[config.mk]
export PLATFORM = sky130hd
export DESIGN_NAME = string_literal_unescaper_unit_flat
export DESIGN_NICKNAME = d
export VERILOG_FILES = /design/src/rtl/core/sle_pkg.sv /design/src/rtl/core/sle_if.sv /design/src/rtl/core/string_literal_unescaper_unit.sv /design/src/rtl/core/sle_decode.sv /design/src/flat_wrapper.sv
export SDC_FILE = /design/constraint.sdc
export NUM_CORES = 1
export LEC_CHECK = 0
export BUFFER_PORTS_ARGS = -buffer_cell sky130_fd_sc_hd__buf_4
export CAP_MARGIN = 10
export CORE_MARGIN = 8
export CORE_UTILIZATION = 42
export DETAILED_ROUTE_END_ITERATION = 10
export SLEW_MARGIN = 20
export SYNTH_ARGS = -nofsm -noshare
export SYNTH_HDL_FRONTEND = slang
export SYNTH_SLANG_ARGS = --single-unit
export TNS_END_PERCENT = 20
[constraint.sdc]
create_clock -name clk -period 4.1 [get_ports clk]
set_input_delay 0.205 -clock clk [delete_from_list [all_inputs] [get_ports clk]]
set_output_delay 0.205 -clock clk [all_outputs]
set_load 0.005 [all_outputs]
[src/rtl/core/sle_pkg.sv]
package sle_pkg;

    // One-hot decoder modes
    typedef enum logic [6:0] {
        MODE_IDLE = 7'b0000001,
        MODE_SQ   = 7'b0000010,
        MODE_DQ   = 7'b0000100,
        MODE_ESC  = 7'b0001000,
        MODE_OCT  = 7'b0010000,
        MODE_HEX  = 7'b0100000,
        MODE_UNI  = 7'b1000000
    } mode_t;

    localparam logic [2:0] ST_RUN    = 3'd0;
    localparam logic [2:0] ST_DONE   = 3'd1;
    localparam logic [2:0] ST_NOSTR  = 3'd2;
    localparam logic [2:0] ST_UNTERM = 3'd3;
    localparam logic [2:0] ST_BADHEX = 3'd4;
    localparam logic [2:0] ST_BADUNI = 3'd5;

    localparam logic [7:0] CH_NUL    = 8'h00;
    localparam logic [7:0] CH_DQUOTE = 8'h22;
    localparam logic [7:0] CH_SQUOTE = 8'h27;
    localparam logic [7:0] CH_BSLASH = 8'h5C;
    localparam logic [7:0] CH_LOW_A  = 8'h61;
    localparam logic [7:0] CH_LOW_B  = 8'h62;
    localparam logic [7:0] CH_LOW_F  = 8'h66;
    localparam logic [7:0] CH_LOW_N  = 8'h6E;
    localparam logic [7:0] CH_LOW_R  = 8'h72;
    localparam logic [7:0] CH_LOW_T  = 8'h74;
    localparam logic [7:0] CH_LOW_U  = 8'h75;
    localparam logic [7:0] CH_LOW_X  = 8'h78;

    localparam logic [7:0] BYTE_BEL = 8'd7;
    localparam logic [7:0] BYTE_BS  = 8'd8;
    localparam logic [7:0] BYTE_FF  = 8'd12;
    localparam logic [7:0] BYTE_LF  = 8'd10;
    localparam logic [7:0] BYTE_CR  = 8'd13;
    localparam logic [7:0] BYTE_TAB = 8'd9;

    // Result queue depth: room for two results per beat plus two in flight
    localparam int RES_DEPTH = 4;
    localparam int RES_AW    = $clog2(RES_DEPTH);

    typedef struct packed {
        logic [7:0] in_byte;
        logic       end_of_input;
    } in_beat_t;

    typedef struct packed {
        logic       has_byte;
        logic [7:0] out_byte;
        logic [2:0] status;
        logic       last;
    } result_t;

    typedef struct packed {
        mode_t       mode;
        logic [1:0]  digit_count;
        logic [15:0] escape_value;
    } dec_state_t;

    localparam dec_state_t STATE_RESET = '{
        mode:         MODE_IDLE,
        digit_count:  2'd0,
        escape_value: 16'd0
    };

    typedef struct packed {
        dec_state_t nxt;
        logic [1:0] cnt;
        result_t    res0;
        result_t    res1;
    } dec_out_t;

    function automatic result_t mk_byte(input logic [7:0] b);
        result_t r;
        r.has_byte = 1'b1;
        r.out_byte = b;
        r.status   = ST_RUN;
        r.last     = 1'b0;
        return r;
    endfunction

    function automatic result_t mk_status(input logic [2:0] s);
        result_t r;
        r.has_byte = 1'b0;
        r.out_byte = 8'd0;
        r.status   = s;
        r.last     = 1'b0;
        return r;
    endfunction

    function automatic logic [7:0] to_lower(input logic [7:0] c);
        logic [7:0] r;
        r = c;
        if (c >= 8'h41 && c <= 8'h5A)
        begin
            r = c + 8'd32;
        end
        return r;
    endfunction

    // bit 4 set means not a hex digit
    function automatic logic [4:0] hex_val(input logic [7:0] c);
        logic [4:0] r;
        r = 5'h10;
        if (c >= 8'h30 && c <= 8'h39)
        begin
            r = {1'b0, c[3:0]};
        end
        else if ((c >= 8'h61 && c <= 8'h66) || (c >= 8'h41 && c <= 8'h46))
        begin
            r = {1'b0, c[3:0] + 4'd9};
        end
        return r;
    endfunction

endpackage

[src/rtl/core/sle_if.sv]
interface sle_in_if;
    import sle_pkg::*;
    logic       valid;
    logic       ready;
    logic [7:0] in_byte;
    logic       end_of_input;

    modport source (output valid, output in_byte, output end_of_input, input ready);
    modport sink   (input valid, input in_byte, input end_of_input, output ready);
endinterface

interface sle_out_if;
    import sle_pkg::*;
    logic       valid;
    logic       ready;
    logic       has_byte;
    logic [7:0] out_byte;
    logic [2:0] status;
    logic       last;

    modport source (output valid, output has_byte, output out_byte, output status,
                    output last, input ready);
    modport sink   (input valid, input has_byte, input out_byte, input status,
                    input last, output ready);
endinterface

[src/rtl/core/string_literal_unescaper_unit.sv]
// String literal unescaper.
// src carries one source byte per beat (in_byte, end_of_input); the first
// byte of a literal must be a quote. dst carries decoded results: a content
// byte (has_byte=1, status=0) or a final status (done, not a string,
// unterminated, bad hex, bad unicode). last marks the final result of a beat.
// A source beat yields zero, one or two results.
// Results are registered in the result queue before they reach dst.
// Throughput: one source beat per cycle while dst keeps up; a beat that
// yields two results hands them to dst one at a time. The four-entry result
// queue sets this: src.ready is high while at least two entries are free,
// so a new beat is taken while earlier results still wait on dst.
// When dst stalls, results hold in the queue and src.ready drops once
// fewer than two entries are free; nothing is lost.
// Reset clears the queue and returns the decoder to idle, waiting for an
// opening quote. Any final status also returns it to idle.
module string_literal_unescaper_unit
    import sle_pkg::*;
(
    input  logic          clk,
    input  logic          rst_n,
    sle_in_if.sink        src,
    sle_out_if.source     dst
);

    dec_state_t        state_reg;
    in_beat_t          beat;
    dec_out_t          dout;
    logic              accept;
    logic              pop;
    logic [1:0]        push_cnt;
    result_t           queue_reg [RES_DEPTH];
    logic [RES_AW-1:0] wr_ptr_reg;
    logic [RES_AW-1:0] wr_ptr_next;
    logic [RES_AW-1:0] rd_ptr_reg;
    logic [RES_AW-1:0] rd_ptr_next;
    logic [RES_AW:0]   count_reg;
    logic [RES_AW:0]   count_next;
    result_t           head;

    assign beat.in_byte      = src.in_byte;
    assign beat.end_of_input = src.end_of_input;

    sle_decode u_decode (
        .cur  (state_reg),
        .beat (beat),
        .dout (dout)
    );

    assign src.ready = (count_reg <= (RES_AW + 1)'(RES_DEPTH - 2));
    assign accept    = src.valid && src.ready;
    assign push_cnt  = accept ? dout.cnt : 2'd0;
    assign pop       = dst.valid && dst.ready;

    assign head         = queue_reg[rd_ptr_reg];
    assign dst.valid    = (count_reg != '0);
    assign dst.has_byte = head.has_byte;
    assign dst.out_byte = head.out_byte;
    assign dst.status   = head.status;
    assign dst.last     = head.last;

    always_comb
    begin
        wr_ptr_next = wr_ptr_reg + RES_AW'(push_cnt);
        rd_ptr_next = rd_ptr_reg + RES_AW'(pop);
        count_next  = count_reg + (RES_AW + 1)'(push_cnt) - (RES_AW + 1)'(pop);
    end

    always_ff @(posedge clk or negedge rst_n)
    begin
        if (!rst_n)
        begin
            state_reg  <= STATE_RESET;
            wr_ptr_reg <= '0;
            rd_ptr_reg <= '0;
            count_reg  <= '0;
        end
        else
        begin
            if (accept)
            begin
                state_reg <= dout.nxt;
            end
            wr_ptr_reg <= wr_ptr_next;
            rd_ptr_reg <= rd_ptr_next;
            count_reg  <= count_next;
        end
    end

    always_ff @(posedge clk)
    begin
        if (push_cnt != 2'd0)
        begin
            queue_reg[wr_ptr_reg] <= dout.res0;
        end
        if (push_cnt == 2'd2)
        begin
            queue_reg[wr_ptr_reg + RES_AW'(1)] <= dout.res1;
        end
    end

`ifndef SYNTHESIS
    a_count_ptrs: assert property (@(posedge clk) disable iff (!rst_n)
        (wr_ptr_reg - rd_ptr_reg) == count_reg[RES_AW-1:0])
        else $error("result queue count out of step with pointers");

    a_count_max: assert property (@(posedge clk) disable iff (!rst_n)
        count_reg <= (RES_AW + 1)'(RES_DEPTH))
        else $error("result queue overflow");

    a_byte_running: assert property (@(posedge clk) disable iff (!rst_n)
        dst.valid && dst.has_byte |-> dst.status == ST_RUN)
        else $error("decoded byte carries a final status");

    a_final_is_last: assert property (@(posedge clk) disable iff (!rst_n)
        dst.valid && dst.status != ST_RUN |-> dst.last && !dst.has_byte)
        else $error("final status not marked last");

    a_final_to_idle: assert property (@(posedge clk) disable iff (!rst_n)
        accept && ((dout.cnt == 2'd1 && dout.res0.status != ST_RUN)
                || (dout.cnt == 2'd2 && dout.res1.status != ST_RUN))
        |=> state_reg.mode == MODE_IDLE)
        else $error("decoder not idle after a final status");
`endif

endmodule

[src/rtl/core/sle_decode.sv]
module sle_decode
    import sle_pkg::*;
(
    input  dec_state_t cur,
    input  in_beat_t   beat,
    output dec_out_t   dout
);

    logic [7:0]  c;
    logic        eoi;
    logic [7:0]  l;
    logic [4:0]  hv;
    logic        is_oct;
    logic [7:0]  oct_val;
    logic [7:0]  hex_acc;
    logic [15:0] uni_acc;
    dec_state_t  nxt;
    logic [1:0]  cnt;
    result_t     r0;
    result_t     r1;

    always_comb
    begin
        c       = beat.in_byte;
        eoi     = beat.end_of_input;
        l       = to_lower(c);
        hv      = hex_val(c);
        is_oct  = (c[7:3] == 5'b00110);
        oct_val = {cur.escape_value[4:0], c[2:0]};
        hex_acc = {cur.escape_value[3:0], hv[3:0]};
        uni_acc = {cur.escape_value[11:0], hv[3:0]};
        nxt     = cur;
        cnt     = 2'd0;
        r0      = mk_status(ST_RUN);
        r1      = mk_status(ST_RUN);

        case (cur.mode)
            MODE_SQ:
            begin
                if (eoi || c == CH_NUL)
                begin
                    r0 = mk_status(ST_UNTERM); cnt = 2'd1; nxt = STATE_RESET;
                end
                else if (c == CH_SQUOTE)
                begin
                    r0 = mk_status(ST_DONE); cnt = 2'd1; nxt = STATE_RESET;
                end
                else
                begin
                    r0 = mk_byte(c); cnt = 2'd1;
                end
            end
            MODE_DQ:
            begin
                if (eoi || c == CH_NUL)
                begin
                    r0 = mk_status(ST_UNTERM); cnt = 2'd1; nxt = STATE_RESET;
                end
                else if (c == CH_DQUOTE)
                begin
                    r0 = mk_status(ST_DONE); cnt = 2'd1; nxt = STATE_RESET;
                end
                else if (c == CH_BSLASH)
                begin
                    nxt.mode = MODE_ESC;
                end
                else
                begin
                    r0 = mk_byte(c); cnt = 2'd1;
                end
            end
            MODE_ESC:
            begin
                nxt.mode = MODE_DQ;
                cnt      = 2'd1;
                if (eoi || c == CH_NUL)
                begin
                    r0 = mk_status(ST_UNTERM); nxt = STATE_RESET;
                end
                else if (l == CH_LOW_A) r0 = mk_byte(BYTE_BEL);
                else if (l == CH_LOW_B) r0 = mk_byte(BYTE_BS);
                else if (l == CH_LOW_F) r0 = mk_byte(BYTE_FF);
                else if (l == CH_LOW_N) r0 = mk_byte(BYTE_LF);
                else if (l == CH_LOW_R) r0 = mk_byte(BYTE_CR);
                else if (l == CH_LOW_T) r0 = mk_byte(BYTE_TAB);
                else if (c == CH_DQUOTE || c == CH_SQUOTE || c == CH_BSLASH)
                begin
                    r0 = mk_byte(c);
                end
                else if (l == CH_LOW_X || l == CH_LOW_U)
                begin
                    nxt.mode         = (l == CH_LOW_X) ? MODE_HEX : MODE_UNI;
                    nxt.digit_count  = 2'd0;
                    nxt.escape_value = 16'd0;
                    cnt              = 2'd0;
                end
                else if (is_oct)
                begin
                    nxt.mode         = MODE_OCT;
                    nxt.digit_count  = 2'd0;
                    nxt.escape_value = {13'd0, c[2:0]};
                    cnt              = 2'd0;
                end
                else
                begin
                    // unknown escape passes through with its backslash
                    r0  = mk_byte(CH_BSLASH);
                    r1  = mk_byte(c);
                    cnt = 2'd2;
                end
            end
            MODE_OCT:
            begin
                if (!eoi && is_oct)
                begin
                    if (cur.digit_count == 2'd2)
                    begin
                        r0       = mk_byte(oct_val);
                        cnt      = 2'd1;
                        nxt      = STATE_RESET;
                        nxt.mode = MODE_DQ;
                    end
                    else
                    begin
                        nxt.escape_value = {8'd0, oct_val};
                        nxt.digit_count  = cur.digit_count + 2'd1;
                    end
                end
                else
                begin
                    // flush the escape, then treat the ending byte as body text
                    r0       = mk_byte(cur.escape_value[7:0]);
                    cnt      = 2'd2;
                    nxt      = STATE_RESET;
                    nxt.mode = MODE_DQ;
                    if (eoi || c == CH_NUL)
                    begin
                        r1  = mk_status(ST_UNTERM);
                        nxt = STATE_RESET;
                    end
                    else if (c == CH_DQUOTE)
                    begin
                        r1  = mk_status(ST_DONE);
                        nxt = STATE_RESET;
                    end
                    else if (c == CH_BSLASH)
                    begin
                        nxt.mode = MODE_ESC;
                        cnt      = 2'd1;
                    end
                    else
                    begin
                        r1 = mk_byte(c);
                    end
                end
            end
            MODE_HEX:
            begin
                if (eoi || hv[4])
                begin
                    r0 = mk_status(ST_BADHEX); cnt = 2'd1; nxt = STATE_RESET;
                end
                else if (cur.digit_count == 2'd1)
                begin
                    r0       = mk_byte(hex_acc);
                    cnt      = 2'd1;
                    nxt      = STATE_RESET;
                    nxt.mode = MODE_DQ;
                end
                else
                begin
                    nxt.escape_value = {8'd0, hex_acc};
                    nxt.digit_count  = 2'd1;
                end
            end
            MODE_UNI:
            begin
                if (eoi || hv[4])
                begin
                    r0 = mk_status(ST_BADUNI); cnt = 2'd1; nxt = STATE_RESET;
                end
                else if (cur.digit_count == 2'd3)
                begin
                    nxt      = STATE_RESET;
                    nxt.mode = MODE_DQ;
                    if (uni_acc[15:8] == 8'd0)
                    begin
                        r0  = mk_byte(uni_acc[7:0]);
                        cnt = 2'd1;
                    end
                    else
                    begin
                        r0  = mk_byte(uni_acc[15:8]);
                        r1  = mk_byte(uni_acc[7:0]);
                        cnt = 2'd2;
                    end
                end
                else
                begin
                    nxt.escape_value = uni_acc;
                    nxt.digit_count  = cur.digit_count + 2'd1;
                end
            end
            default:
            begin
                // idle: wait for an opening quote
                nxt = STATE_RESET;
                if (!eoi && c == CH_SQUOTE)
                begin
                    nxt.mode = MODE_SQ;
                end
                else if (!eoi && c == CH_DQUOTE)
                begin
                    nxt.mode = MODE_DQ;
                end
                else
                begin
                    r0  = mk_status(ST_NOSTR);
                    cnt = 2'd1;
                end
            end
        endcase

        if (cnt == 2'd1)
        begin
            r0.last = 1'b1;
        end
        if (cnt == 2'd2)
        begin
            r1.last = 1'b1;
        end

        dout.nxt  = nxt;
        dout.cnt  = cnt;
        dout.res0 = r0;
        dout.res1 = r1;
    end

endmodule
[src/flat_wrapper.sv]
// flat-port wrapper written by rule: the top's interface ports become plain ports
module string_literal_unescaper_unit_flat import sle_pkg::*;
  (clk, rst_n, src_valid, src_in_byte, src_end_of_input, src_ready, dst_valid, dst_has_byte, dst_out_byte, dst_status, dst_last, dst_ready);
  sle_in_if src_i ();
  sle_out_if dst_i ();
  input  logic clk;
  input  logic rst_n;
  input wire logic [$bits(src_i.valid)-1:0] src_valid;
  input wire logic [$bits(src_i.in_byte)-1:0] src_in_byte;
  input wire logic [$bits(src_i.end_of_input)-1:0] src_end_of_input;
  output wire logic [$bits(src_i.ready)-1:0] src_ready;
  output wire logic [$bits(dst_i.valid)-1:0] dst_valid;
  output wire logic [$bits(dst_i.has_byte)-1:0] dst_has_byte;
  output wire logic [$bits(dst_i.out_byte)-1:0] dst_out_byte;
  output wire logic [$bits(dst_i.status)-1:0] dst_status;
  output wire logic [$bits(dst_i.last)-1:0] dst_last;
  input wire logic [$bits(dst_i.ready)-1:0] dst_ready;
  assign src_i.valid = src_valid;
  assign src_i.in_byte = src_in_byte;
  assign src_i.end_of_input = src_end_of_input;
  assign src_ready = src_i.ready;
  assign dst_valid = dst_i.valid;
  assign dst_has_byte = dst_i.has_byte;
  assign dst_out_byte = dst_i.out_byte;
  assign dst_status = dst_i.status;
  assign dst_last = dst_i.last;
  assign dst_i.ready = dst_ready;
  string_literal_unescaper_unit u_core (.clk(clk), .rst_n(rst_n), .src(src_i), .dst(dst_i));
endmodule
==> impl_metrics.prom, run 1 <==
# TYPE chip_impl_metric gauge
chip_impl_info{name="status",value="complete, no violations"} 1
chip_impl_info{name="post-synth-top-area-cell",value="edfxtp_1"} 1
chip_impl_info{name="timing.critical_path.mode_cell",value="ha_1"} 1
chip_impl_metric{name="clk_lat_worst_skew",unit="ns"} 0.34
chip_impl_metric{name="rows",unit=""} 42
chip_impl_metric{name="setup_total_negative_slack",unit="ns"} 0
chip_impl_metric{name="cts.path.max_buffers",unit=""} 2
chip_impl_metric{name="final_layout_size_suffix_gt1_frac",unit=""} 0.168
chip_impl_metric{name="synth.ff_latch_count",unit=""} 80
chip_impl_metric{name="grt_first_pass_wirelength",unit="mm"} 29.9
chip_impl_metric{name="hold_slack",unit="ns"} 0.252
chip_impl_metric{name="max-cap-violations",unit=""} 0
chip_impl_metric{name="final.period_utilization",unit=""} 0.880
chip_impl_info{name="final_cell_mix",value="nand2_1 (59), buf_4 (57), edfxtp_1 (48)"} 1
chip_impl_info{name="ctsRootBufferMaster",value="clkbuf_16"} 1
chip_impl_metric{name="syn_area_per_cell",unit="um2"} 9.65
chip_impl_info{name="critPathLaunchType",value="input pin"} 1
chip_impl_metric{name="timing.final.crit_period",unit="ns"} 3.61
chip_impl_metric{name="antenna-diode-count",unit=""} 0
chip_impl_info{name="worstHoldPathType",value="input pin to flop"} 1
chip_impl_metric{name="yosys_top_cell_area_share",unit=""} 0.259
chip_impl_metric{name="seq_area_frac_synth",unit=""} 0.399
chip_impl_metric{name="grt_use_total",unit=""} 0.222
chip_impl_metric{name="post_drt_wl_per_cell",unit="um"} 24.5
chip_impl_info{name="final_common_cell",value="nand2_1"} 1
chip_impl_metric{name="mappedNetlistNets",unit=""} 608
chip_impl_metric{name="first_global_vias",unit=""} 5127
chip_impl_metric{name="port_buffers",unit=""} 27
chip_impl_metric{name="globalplace.congestion",unit=""} 0.944
chip_impl_metric{name="synth-edff-count",unit=""} 48
chip_impl_info{name="synthTopCellsByArea",value="edfxtp_1 (26%), dfrtp_1 (12%), mux4_2 (5.3%)"} 1
chip_impl_metric{name="synth_cell_type_count",unit=""} 80
chip_impl_metric{name="tritoncts.num_buffers",unit=""} 9
chip_impl_metric{name="synth-async-reset-ratio",unit=""} 0.350
chip_impl_metric{name="core_area",unit="mm2"} 0.0131
chip_impl_info{name="clock_tree_from_tritoncts",value="done"} 1
chip_impl_metric{name="totalWireLength",unit="mm"} 19.4
chip_impl_metric{name="antenna_violations_before_repair",unit=""} 1
chip_impl_metric{name="critPathMaxFanout",unit=""} 10
chip_impl_metric{name="cts_max_level",unit=""} 3
chip_impl_metric{name="cts_num_sinks",unit=""} 80
chip_impl_info{name="ys.flop_type",value="edfxtp_1"} 1
chip_impl_info{name="critical_path.cell_chain",value="buf_4 -> inv_1 -> ha_1 -> or4b_1 -> or4_1 -> o221a_2 -> a31oi_1 -> nand4b_2 -> nand2_1 -> ha_1 -> inv_1 -> ha_1 -> fa_1 -> xnor2_1 -> xnor2_1"} 1
chip_impl_info{name="timing.setup.critical_path_class",value="input pin to flop"} 1
chip_impl_info{name="worstSetupEndpointType",value="flop"} 1
chip_impl_metric{name="number_of_buffer_and_inverter_stages_on_the_critical_path",unit=""} 3
chip_impl_metric{name="area.growth.synth_to_final",unit="%"} 14.5
chip_impl_metric{name="clock_skew",unit="ns"} 0.00743
chip_impl_metric{name="start_util",unit=""} 0.426
chip_impl_metric{name="grt_start_max_net_pins",unit=""} 29
chip_impl_metric{name="slew-limit-headroom",unit=""} 0.382
chip_impl_metric{name="detailedPlace.worstSlack",unit="ns"} 0.338
chip_impl_metric{name="crit_arrival",unit="ns"} 3.87
chip_impl_metric{name="die_area",unit="mm2"} 0.0172
chip_impl_metric{name="powerDensity",unit="mW/mm2"} 431
chip_impl_metric{name="dp_hpwl",unit="mm"} 14.6
chip_impl_metric{name="final_hold_viol_count",unit=""} 0
chip_impl_metric{name="setup_slack",unit="ns"} 0.492
chip_impl_metric{name="detailed_routing_iteration_count_for_the_pre_antenna_repair_pass",unit=""} 6
chip_impl_metric{name="crit_required",unit="ns"} 4.36
chip_impl_metric{name="timing.critical_path.slowest_cell_delay",unit="ns"} 0.51
chip_impl_metric{name="post-place-cells",unit=""} 773
chip_impl_metric{name="gr-total-overflow",unit=""} 0
chip_impl_metric{name="number_of_flip_flops_in_the_largest_register",unit=""} 52
chip_impl_metric{name="n_fill_cell",unit=""} 1224
chip_impl_metric{name="final_net_count",unit=""} 640
chip_impl_metric{name="via_per_inst",unit=""} 6.68
chip_impl_metric{name="multi_input_logic_area",unit="mm2"} 0.00310
chip_impl_metric{name="synth-warning-count",unit=""} 0
chip_impl_metric{name="regArea",unit="mm2"} 0.00222
chip_impl_metric{name="drc",unit=""} 0
chip_impl_info{name="crit_path_top_delay_cell",value="or4b_1"} 1
chip_impl_info{name="path_delay_family",value="simple AND/OR/NAND/NOR gates"} 1
chip_impl_metric{name="fmaxAchievable",unit="MHz"} 277
chip_impl_info{name="grt_setup_unrepaired",value="no"} 1
chip_impl_metric{name="power_leakage",unit="nW"} 2.37
chip_impl_metric{name="design.portCount",unit=""} 28
chip_impl_metric{name="fin_cells",unit=""} 790
chip_impl_metric{name="floorplan.die.height",unit="um"} 131
chip_impl_metric{name="report.final.slew_viol_count",unit=""} 0
chip_impl_metric{name="setup_violations",unit=""} 0
chip_impl_metric{name="die_w",unit="um"} 131
chip_impl_metric{name="post_detailed_route_count_of_antenna_violating_nets",unit=""} 0
chip_impl_metric{name="initialDrtViolationCount",unit=""} 762
chip_impl_metric{name="ctsResizeCount",unit=""} 0
chip_impl_metric{name="synth_cells",unit=""} 577
chip_impl_metric{name="utilization",unit=""} 0.487
chip_impl_metric{name="max-vdd-ir-drop",unit="uV"} 257
chip_impl_metric{name="worst_setup_hold_path_clk_slew",unit="ns"} 0.06
chip_impl_metric{name="routed-via-count",unit=""} 5278
chip_impl_metric{name="worst_slew_pin_slew",unit="ns"} 0.918
chip_impl_metric{name="netlist_area",unit="mm2"} 0.00557
## final timing paths
path / startpoint / end / depth (start not counted) / slack (ns)
max: src_in_byte[1] / u_core.count_reg[2] / 15 / 0.49
min: src_end_of_input / u_core.state_reg[19] / 2 / 0.25
max reg2reg: u_core.state_reg[19] / u_core.count_reg[2] / 10 / 0.53
min reg2reg: u_core.queue_reg[1][3] / u_core.queue_reg[1][3] / 2 / 0.46
max in group asynchronous: rst_n / u_core.state_reg[18] / 2 / 3.46
min in group asynchronous: rst_n / u_core.state_reg[17] / 2 / 0.33
## Yosys cell counts, types with 10 or more instances
cell	instances
a21oi_1	25
a22oi_1	14
and3_1	11
clkbuf_1	22
dfrtp_1	27
edfxtp_1	48
ha_1	17
inv_1	19
mux4_2	13
nand2_1	59
nand3_1	18
nor2_1	30
nor3_1	16
o211ai_1	10
o21ai_0	25
o22ai_1	45
## cell type report
| class | count | area share |
|---|---|---|
| Tap cell | 176 | 0.0346 |
| Clock buffer | 10 | 0.0359 |
| Multi-Input combinational cell | 441 | 0.486 |
| Sequential cell | 80 | 0.349 |
| Clock inverter | 6 | 0.0145 |
| Timing Repair Buffer | 58 | 0.0687 |
| Inverter | 19 | 0.0112 |
## worst register-to-register path, delay by kind of cell, from the launching register on
kind / cells / cell delay, ns
flip-flops: 1 / 0.41
XOR/XNOR: 2 / 0.32
adder cells (fa/ha/maj): 2 / 0.75
buffers and inverters: 1 / 0.05
AO/OA/AOI/OAI: 1 / 0.34
AND/OR/NAND/NOR: 4 / 1.61
## power by group
part	switching, mW	internal [mW]	total [mW]
combinational	0.405	0.379	0.784
sequential	0.135	0.974	1.11
clock	0.320	0.536	0.856
## what timing repair did
action,4_1_cts,5_1_grt
endpoints found under the hold margin,27,0
buffers inserted,0,0
hold buffers,1,0
## per-layer routing
layer / track usage / routed length, um
met1: 0.276 / 7860
met2: 0.369 / 9460
met3: 0.0408 / 1330
met4: 0.103 / 700
met5: 0 / 13
## cells by family (layout without fill, tap and decap cells)
| logic type | count (synthesis) | count (layout) | share of synthesized area |
|---|---|---|---|
| buf+inv | 56 | 93 | 0.0440 |
| xor+xnor | 8 | 8 | 0.0126 |
| fa+ha+maj | 18 | 18 | 0.0418 |
| simple gates | 197 | 197 | 0.187 |
| mux | 20 | 20 | 0.0654 |
| compound gates | 198 | 198 | 0.250 |
| flops | 80 | 80 | 0.399 |
## per-stage QoR
step	power (mW)	cell area (um2)
floorplan	1.60	5570
global placement	1.90	6040
detailed placement	1.92	6040
CTS	2.77	6370
global route	2.89	6370
finish	2.75	6370
Power figures use the tool's default switching activity.
==> run 2: changes to the inputs <==
--- a/config.mk
+++ b/config.mk
@@ -9,9 +9,11 @@
 export CAP_MARGIN = 10
 export CORE_MARGIN = 8
 export CORE_UTILIZATION = 42
+export CTS_CLUSTER_DIAMETER = 40
 export DETAILED_ROUTE_END_ITERATION = 10
 export SLEW_MARGIN = 20
 export SYNTH_ARGS = -nofsm -noshare
 export SYNTH_HDL_FRONTEND = slang
+export SYNTH_HIERARCHICAL = 1
 export SYNTH_SLANG_ARGS = --single-unit
 export TNS_END_PERCENT = 20
==> impl_metrics.prom, run 2 <==
# TYPE chip_impl_metric gauge
chip_impl_metric{name="core_area",unit="mm2"} 0.0137
chip_impl_metric{name="placed_area",unit="mm2"} 0.00634
chip_impl_metric{name="synth-warning-count",unit=""} 6
chip_impl_metric{name="detailed_routing_iteration_count_for_the_pre_antenna_repair_pass",unit=""} 5
chip_impl_metric{name="totalWireLength",unit="mm"} 17.4
chip_impl_info{name="regToRegEndpoint",value="u_core/count_reg[2]"} 1
chip_impl_metric{name="syn_area_per_cell",unit="um2"} 10.8
chip_impl_metric{name="initialDrtViolationCount",unit=""} 497
chip_impl_metric{name="max-cap-violations",unit=""} 0
chip_impl_metric{name="antenna_violations_before_repair",unit=""} 0
chip_impl_metric{name="report.final.slew_viol_count",unit=""} 0
chip_impl_metric{name="cts.path.max_buffers",unit=""} 2
chip_impl_metric{name="antenna-diode-count",unit=""} 0
chip_impl_metric{name="post_drt_wl_per_cell",unit="um"} 22.6
chip_impl_metric{name="grt_use_total",unit=""} 0.197
chip_impl_info{name="critPathLaunchType",value="flop"} 1
chip_impl_metric{name="rows",unit=""} 43
chip_impl_metric{name="drc",unit=""} 0
chip_impl_metric{name="timing.critical_path.slowest_cell_delay",unit="ns"} 0.56
chip_impl_metric{name="via_per_inst",unit=""} 6.25
chip_impl_metric{name="routed-via-count",unit=""} 4805
chip_impl_metric{name="power_leakage",unit="nW"} 2.59
chip_impl_metric{name="grt_use_met3",unit=""} 0.0396
chip_impl_info{name="crit-reg2reg-launch",value="u_core/state_reg[19]"} 1
chip_impl_metric{name="floorplan.die.height",unit="um"} 134
chip_impl_info{name="final_cell_mix",value="mux2_2 (74), buf_4 (56), edfxtp_1 (52)"} 1
chip_impl_metric{name="number_of_flip_flops_in_the_largest_register",unit=""} 52
chip_impl_metric{name="cts_num_sinks",unit=""} 80
chip_impl_metric{name="setup_slack",unit="ns"} 0.415
chip_impl_info{name="crit_path_top_delay_cell",value="or4_1"} 1
chip_impl_info{name="hold_path_end",value="u_core/rd_ptr_reg[0]"} 1
chip_impl_metric{name="worst_slew_pin_slew",unit="ns"} 0.917
chip_impl_info{name="critical_path.cell_chain",value="or4_1 -> or3b_2 -> or3_1 -> a21o_1 -> o221ai_1 -> nand3_1 -> ha_1 -> fa_1 -> xor2_1 -> xnor2_1"} 1
chip_impl_info{name="grt_setup_unrepaired",value="no"} 1
chip_impl_metric{name="hold_slack",unit="ns"} 0.240
chip_impl_metric{name="ff2ff_setup_slack",unit="ns"} 0.41
chip_impl_metric{name="crit_arrival",unit="ns"} 3.92
chip_impl_info{name="worstHoldPathType",value="input pin to flop"} 1
chip_impl_metric{name="fmaxAchievable",unit="MHz"} 271
chip_impl_metric{name="timing.final.crit_period",unit="ns"} 3.69
chip_impl_metric{name="post_detailed_route_count_of_antenna_violating_nets",unit=""} 0
chip_impl_metric{name="hold_path_depth",unit=""} 3
chip_impl_info{name="status",value="complete, no violations"} 1
chip_impl_info{name="hold_path_startpoint",value="dst_ready"} 1
chip_impl_metric{name="final_layout_size_suffix_gt1_frac",unit=""} 0.312
chip_impl_metric{name="grt_first_pass_wirelength",unit="mm"} 27.3
chip_impl_metric{name="final_net_count",unit=""} 615
chip_impl_metric{name="die_w",unit="um"} 134
chip_impl_metric{name="mappedNetlistNets",unit=""} 574
chip_impl_metric{name="number_of_buffer_and_inverter_stages_on_the_critical_path",unit=""} 0
chip_impl_metric{name="final_area",unit="mm2"} 0.00665
chip_impl_metric{name="crit_required",unit="ns"} 4.33
chip_impl_info{name="path_delay_family",value="simple AND/OR/NAND/NOR gates"} 1
chip_impl_metric{name="fin_cells",unit=""} 769
chip_impl_metric{name="worst-r2r-cell-count",unit=""} 10
chip_impl_metric{name="globalplace.congestion",unit=""} 1.01
chip_impl_metric{name="clk_lat_worst_skew",unit="ns"} 0.35
chip_impl_metric{name="max-vdd-ir-drop",unit="uV"} 213
chip_impl_metric{name="die_area",unit="mm2"} 0.0180
chip_impl_info{name="clock_tree_from_tritoncts",value="done"} 1
chip_impl_metric{name="synth_cells",unit=""} 543
chip_impl_metric{name="clock_skew",unit="ns"} 0.0106
chip_impl_metric{name="setup_violations",unit=""} 0
chip_impl_metric{name="gr-total-overflow",unit=""} 0
chip_impl_metric{name="first_global_vias",unit=""} 4673
chip_impl_metric{name="slew-limit-headroom",unit=""} 0.389
chip_impl_metric{name="grt_start_max_net_pins",unit=""} 29
chip_impl_metric{name="post-place-cells",unit=""} 752
chip_impl_metric{name="critPathMaxFanout",unit=""} 5
chip_impl_metric{name="netlist_area",unit="mm2"} 0.00585
chip_impl_metric{name="final.period_utilization",unit=""} 0.899
chip_impl_metric{name="detailedPlace.worstSlack",unit="ns"} 0.407
chip_impl_metric{name="design.portCount",unit=""} 28
chip_impl_metric{name="grt_util_met1",unit=""} 0.253
chip_impl_metric{name="tritoncts.num_buffers",unit=""} 9
chip_impl_metric{name="worst-path-stages",unit=""} 10
chip_impl_metric{name="final_hold_viol_count",unit=""} 0
chip_impl_info{name="timing.setup.critical_path_class",value="flop to flop"} 1
chip_impl_metric{name="setup_total_negative_slack",unit="ns"} 0
chip_impl_metric{name="dp_hpwl",unit="mm"} 12.9
chip_impl_metric{name="powerDensity",unit="mW/mm2"} 383
chip_impl_info{name="final_common_cell",value="mux2_2"} 1
chip_impl_metric{name="grt_use_met2",unit=""} 0.326
chip_impl_metric{name="ctsResizeCount",unit=""} 0
chip_impl_metric{name="area.growth.synth_to_final",unit="%"} 13.7
chip_impl_info{name="busiest_layer",value="met2"} 1
chip_impl_metric{name="worst_setup_hold_path_clk_slew",unit="ns"} 0.06
chip_impl_metric{name="port_buffers",unit=""} 27
chip_impl_metric{name="cts_max_level",unit=""} 3
chip_impl_info{name="ctsRootBufferMaster",value="clkbuf_16"} 1
chip_impl_metric{name="start_util",unit=""} 0.426
chip_impl_info{name="worstSetupEndpointType",value="flop"} 1
run 2: layout make-up:
class                   count  area [um2]
repair buffers             57         430
inverters                  29         109
clock buffers              11         233
well taps                 180         225
multi-input cells         407        3330
clock inverters             5        56.3
fillers                  1267        7070
flip-flops and latches     80        2260
run 2: metal layers:
| layer | up-vias | share of wire |
|---|---|---|
| met4 | 0 | 0.015 |
| met5 | - | 0 |
| met2 | 146 | 0.49 |
| li1 | 2208 | - |
| met3 | 19 | 0.056 |
| met1 | 2432 | 0.44 |
run 2: timing repair:
action / in CTS / in global routing
hold buffers: 1 / 0
endpoints found under the hold margin: 27 / 0
setup buffers: 0 / 0
run 2: stage by stage:
step / utilization / power (mW)
finish: 0.484 / 2.55
global route: 0.484 / 2.68
global placement: 0.462 / 1.76
CTS: 0.484 / 2.58
floorplan: - / 1.49
detailed placement: 0.462 / 1.78
run 2: where the power goes:
part           internal [mW]  total (mW)  switching (mW)
clock network          0.472       0.809           0.337
registers              0.962        1.08           0.118
logic                  0.356       0.659           0.303
total                   1.79        2.55           0.757
run 2: how the worst max path moves through the flow:
stage | start | endpoint
6_report | u_core/state_reg[19] | u_core/count_reg[2]
3_3_place_gp | u_core/state_reg[19] | u_core/count_reg[2]
5_1_grt | u_core/state_reg[19] | u_core/count_reg[2]
4_1_cts | u_core/state_reg[19] | u_core/count_reg[2]
3_5_place_dp | u_core/state_reg[19] | u_core/count_reg[2]
2_1_floorplan | u_core/state_reg[19] | u_core/queue_reg[1][0]
run 2: worst min-delay path: cells and delay by family:
family                   cells  cell delay (ns)
adder cells (fa/ha/maj)      1             0.13
buffers and inverters        1             0.07
AND/OR/NAND/NOR              1             0.15
==> run 3: changes to the inputs <==
--- a/config.mk
+++ b/config.mk
@@ -8,10 +8,10 @@
 export BUFFER_PORTS_ARGS = -buffer_cell sky130_fd_sc_hd__buf_4
 export CAP_MARGIN = 10
 export CORE_MARGIN = 8
-export CORE_UTILIZATION = 42
+export CORE_UTILIZATION = 50
 export CTS_CLUSTER_DIAMETER = 40
 export DETAILED_ROUTE_END_ITERATION = 10
-export SLEW_MARGIN = 20
+export PLACE_DENSITY = 0.67
 export SYNTH_ARGS = -nofsm -noshare
 export SYNTH_HDL_FRONTEND = slang
 export SYNTH_HIERARCHICAL = 1
==> constraint.sdc (replaced) <==
create_clock -name clk -period 3.85 [get_ports clk]
set_input_delay 0.1925 -clock clk [delete_from_list [all_inputs] [get_ports clk]]
set_output_delay 0.1925 -clock clk [all_outputs]
set_load 0.005 [all_outputs]
==> impl_metrics.prom, run 3 (same netlist as run 2, synthesis figures left out) <==
# TYPE chip_impl_metric gauge
chip_impl_metric{name="worst_slew_pin_slew",unit="ns"} 0.894
chip_impl_metric{name="fmaxAchievable",unit="MHz"} 280
chip_impl_metric{name="via_per_inst",unit=""} 6.67
chip_impl_metric{name="setup_total_negative_slack",unit="ns"} 0
chip_impl_metric{name="first_global_vias",unit=""} 4660
chip_impl_metric{name="area.growth.synth_to_final",unit="%"} 14.6
chip_impl_metric{name="final_layout_size_suffix_gt1_frac",unit=""} 0.316
chip_impl_metric{name="totalWireLength",unit="mm"} 17.0
chip_impl_metric{name="placed_area",unit="mm2"} 0.00637
chip_impl_metric{name="antenna-diode-count",unit=""} 0
chip_impl_metric{name="max-cap-violations",unit=""} 0
chip_impl_metric{name="gr-total-overflow",unit=""} 0
chip_impl_metric{name="cts_num_sinks",unit=""} 80
chip_impl_metric{name="critPathMaxFanout",unit=""} 5
chip_impl_metric{name="dp_hpwl",unit="mm"} 12.4
chip_impl_info{name="status",value="complete, no violations"} 1
chip_impl_metric{name="report.final.slew_viol_count",unit=""} 0
chip_impl_metric{name="final_area",unit="mm2"} 0.00670
chip_impl_metric{name="powerDensity",unit="mW/mm2"} 415
chip_impl_metric{name="tritoncts.num_buffers",unit=""} 9
chip_impl_metric{name="cts_max_level",unit=""} 3
chip_impl_metric{name="post_detailed_route_count_of_antenna_violating_nets",unit=""} 0
chip_impl_metric{name="utilization",unit=""} 0.587
chip_impl_metric{name="detailed_routing_iteration_count_for_the_pre_antenna_repair_pass",unit=""} 8
chip_impl_metric{name="start_util",unit=""} 0.512
chip_impl_metric{name="setup_violations",unit=""} 0
chip_impl_info{name="grt_setup_unrepaired",value="no"} 1
chip_impl_metric{name="routed-via-count",unit=""} 4905
chip_impl_metric{name="core_area",unit="mm2"} 0.0114
chip_impl_metric{name="globalplace.congestion",unit=""} 1.01
chip_impl_metric{name="multi_input_logic_area",unit="mm2"} 0.00333
chip_impl_metric{name="post_drt_wl_per_cell",unit="um"} 23.1
chip_impl_metric{name="power_leakage",unit="nW"} 2.64
chip_impl_metric{name="final_hold_viol_count",unit=""} 0
chip_impl_metric{name="drc",unit=""} 0
chip_impl_metric{name="crit_required",unit="ns"} 4.08
chip_impl_metric{name="grt_start_max_net_pins",unit=""} 29
chip_impl_info{name="timing.setup.critical_path_class",value="flop to flop"} 1
chip_impl_metric{name="final_net_count",unit=""} 618
chip_impl_metric{name="rows",unit=""} 39
chip_impl_info{name="ctsRootBufferMaster",value="clkbuf_16"} 1
chip_impl_metric{name="floorplan.die.height",unit="um"} 124
chip_impl_metric{name="regArea",unit="mm2"} 0.00226
chip_impl_metric{name="initialDrtViolationCount",unit=""} 589
chip_impl_metric{name="cts.path.max_buffers",unit=""} 2
chip_impl_metric{name="grt_first_pass_wirelength",unit="mm"} 26.5
chip_impl_info{name="final_cell_mix",value="mux2_2 (74), buf_4 (55), edfxtp_1 (52)"} 1
chip_impl_metric{name="grt_use_total",unit=""} 0.229
chip_impl_metric{name="crit_arrival",unit="ns"} 3.80
chip_impl_metric{name="port_buffers",unit=""} 27
chip_impl_metric{name="number_of_flip_flops_in_the_largest_register",unit=""} 52
chip_impl_metric{name="post-place-cells",unit=""} 718
chip_impl_info{name="final_common_cell",value="mux2_2"} 1
chip_impl_metric{name="worst_setup_hold_path_clk_slew",unit="ns"} 0.06
chip_impl_metric{name="design.portCount",unit=""} 28
chip_impl_metric{name="n_fill_cell",unit=""} 961
chip_impl_info{name="worstHoldPathType",value="input pin to flop"} 1
chip_impl_metric{name="fin_cells",unit=""} 735
chip_impl_metric{name="clock_skew",unit="ns"} 0.0112
chip_impl_info{name="critPathLaunchType",value="flop"} 1
chip_impl_metric{name="timing.final.crit_period",unit="ns"} 3.57
chip_impl_info{name="clock_tree_from_tritoncts",value="done"} 1
chip_impl_metric{name="die_area",unit="mm2"} 0.0154
chip_impl_metric{name="slew-limit-headroom",unit=""} 0.404
chip_impl_metric{name="clk_lat_worst_skew",unit="ns"} 0.35
chip_impl_metric{name="antenna_violations_before_repair",unit=""} 0
chip_impl_info{name="worstSetupEndpointType",value="flop"} 1
chip_impl_metric{name="die_w",unit="um"} 124
chip_impl_metric{name="final.period_utilization",unit=""} 0.927
chip_impl_metric{name="max-vdd-ir-drop",unit="uV"} 396
-- run 3: timing repair --
| action | CTS | global route |
|---|---|---|
| hold buffers | 1 | 0 |
| gates resized for setup | 0 | 1 |
| setup endpoints to repair | 0 | 1 |
| hold endpoints to repair | 27 | 0 |
| setup buffers | 0 | 0 |
-- run 3: metrics by stage --
stage / hold slack [ns] / power [mW] / setup slack, ns
3_3_place_gp: 0.140 / 1.87 / 0.217
3_5_place_dp: 0.144 / 1.89 / 0.167
2_1_floorplan: -0.103 / 1.58 / -0.0980
6_report: 0.231 / 2.78 / 0.283
4_1_cts: 0.222 / 2.82 / 0.143
5_1_grt: 0.249 / 2.93 / 0.102
-- run 3: worst max-delay path, cell delays in order, from the launching register on --
cell      delay (ns)
dfrtp_1         0.39
or4_1           0.57
or3b_2          0.52
or3_1           0.37
a21o_1          0.21
o221ai_2        0.24
nand3_1         0.17
ha_1            0.32
fa_1            0.39
xor2_1          0.16
xnor2_1         0.12
-- run 3: layout make-up --
type | count | area share
clock inverters | 5 | 0.0123
flip-flops and latches | 80 | 0.338
multi-input cells | 407 | 0.497
repair buffers | 60 | 0.0751
well taps | 143 | 0.0267
inverters | 29 | 0.0162
clock buffers | 11 | 0.0347
-- run 3: report_power, final --
| group | switching [mW] | total [mW] | internal (mW) |
|---|---|---|---|
| Combinational | 0.325 | 0.709 | 0.383 |
| Clock | 0.355 | 0.925 | 0.570 |
| Sequential | 0.124 | 1.15 | 1.03 |
-- run 3: final timing paths --
| path | depth (start not counted) | slack, ns | from | end |
|---|---|---|---|---|
| min in group asynchronous | 2 | 0.30 | rst_n | u_core/state_reg[0] |
| max in group asynchronous | 2 | 3.23 | rst_n | u_core/state_reg[18] |
| setup reg to reg | 10 | 0.28 | u_core/state_reg[19] | u_core/count_reg[2] |
| hold reg to reg | 1 | 0.53 | u_core/count_reg[2] | u_core/count_reg[2] |
| hold / removal | 3 | 0.23 | src_valid | u_core/wr_ptr_reg[1] |
| setup / recovery | 10 | 0.28 | u_core/state_reg[19] | u_core/count_reg[2] |
-- run 3: per-layer routing --
| metal | GRT usage | share of wire | vias to the layer above | routed length (um) |
|---|---|---|---|---|
| met4 | 0.0877 | 0.031 | 0 | 522 |
| li1 | - | - | 2213 | - |
| met3 | 0.0467 | 0.077 | 56 | 1310 |
| met2 | 0.369 | 0.47 | 236 | 8030 |
| met5 | 0 | 0 | - | 0 |
| met1 | 0.296 | 0.42 | 2400 | 7140 |
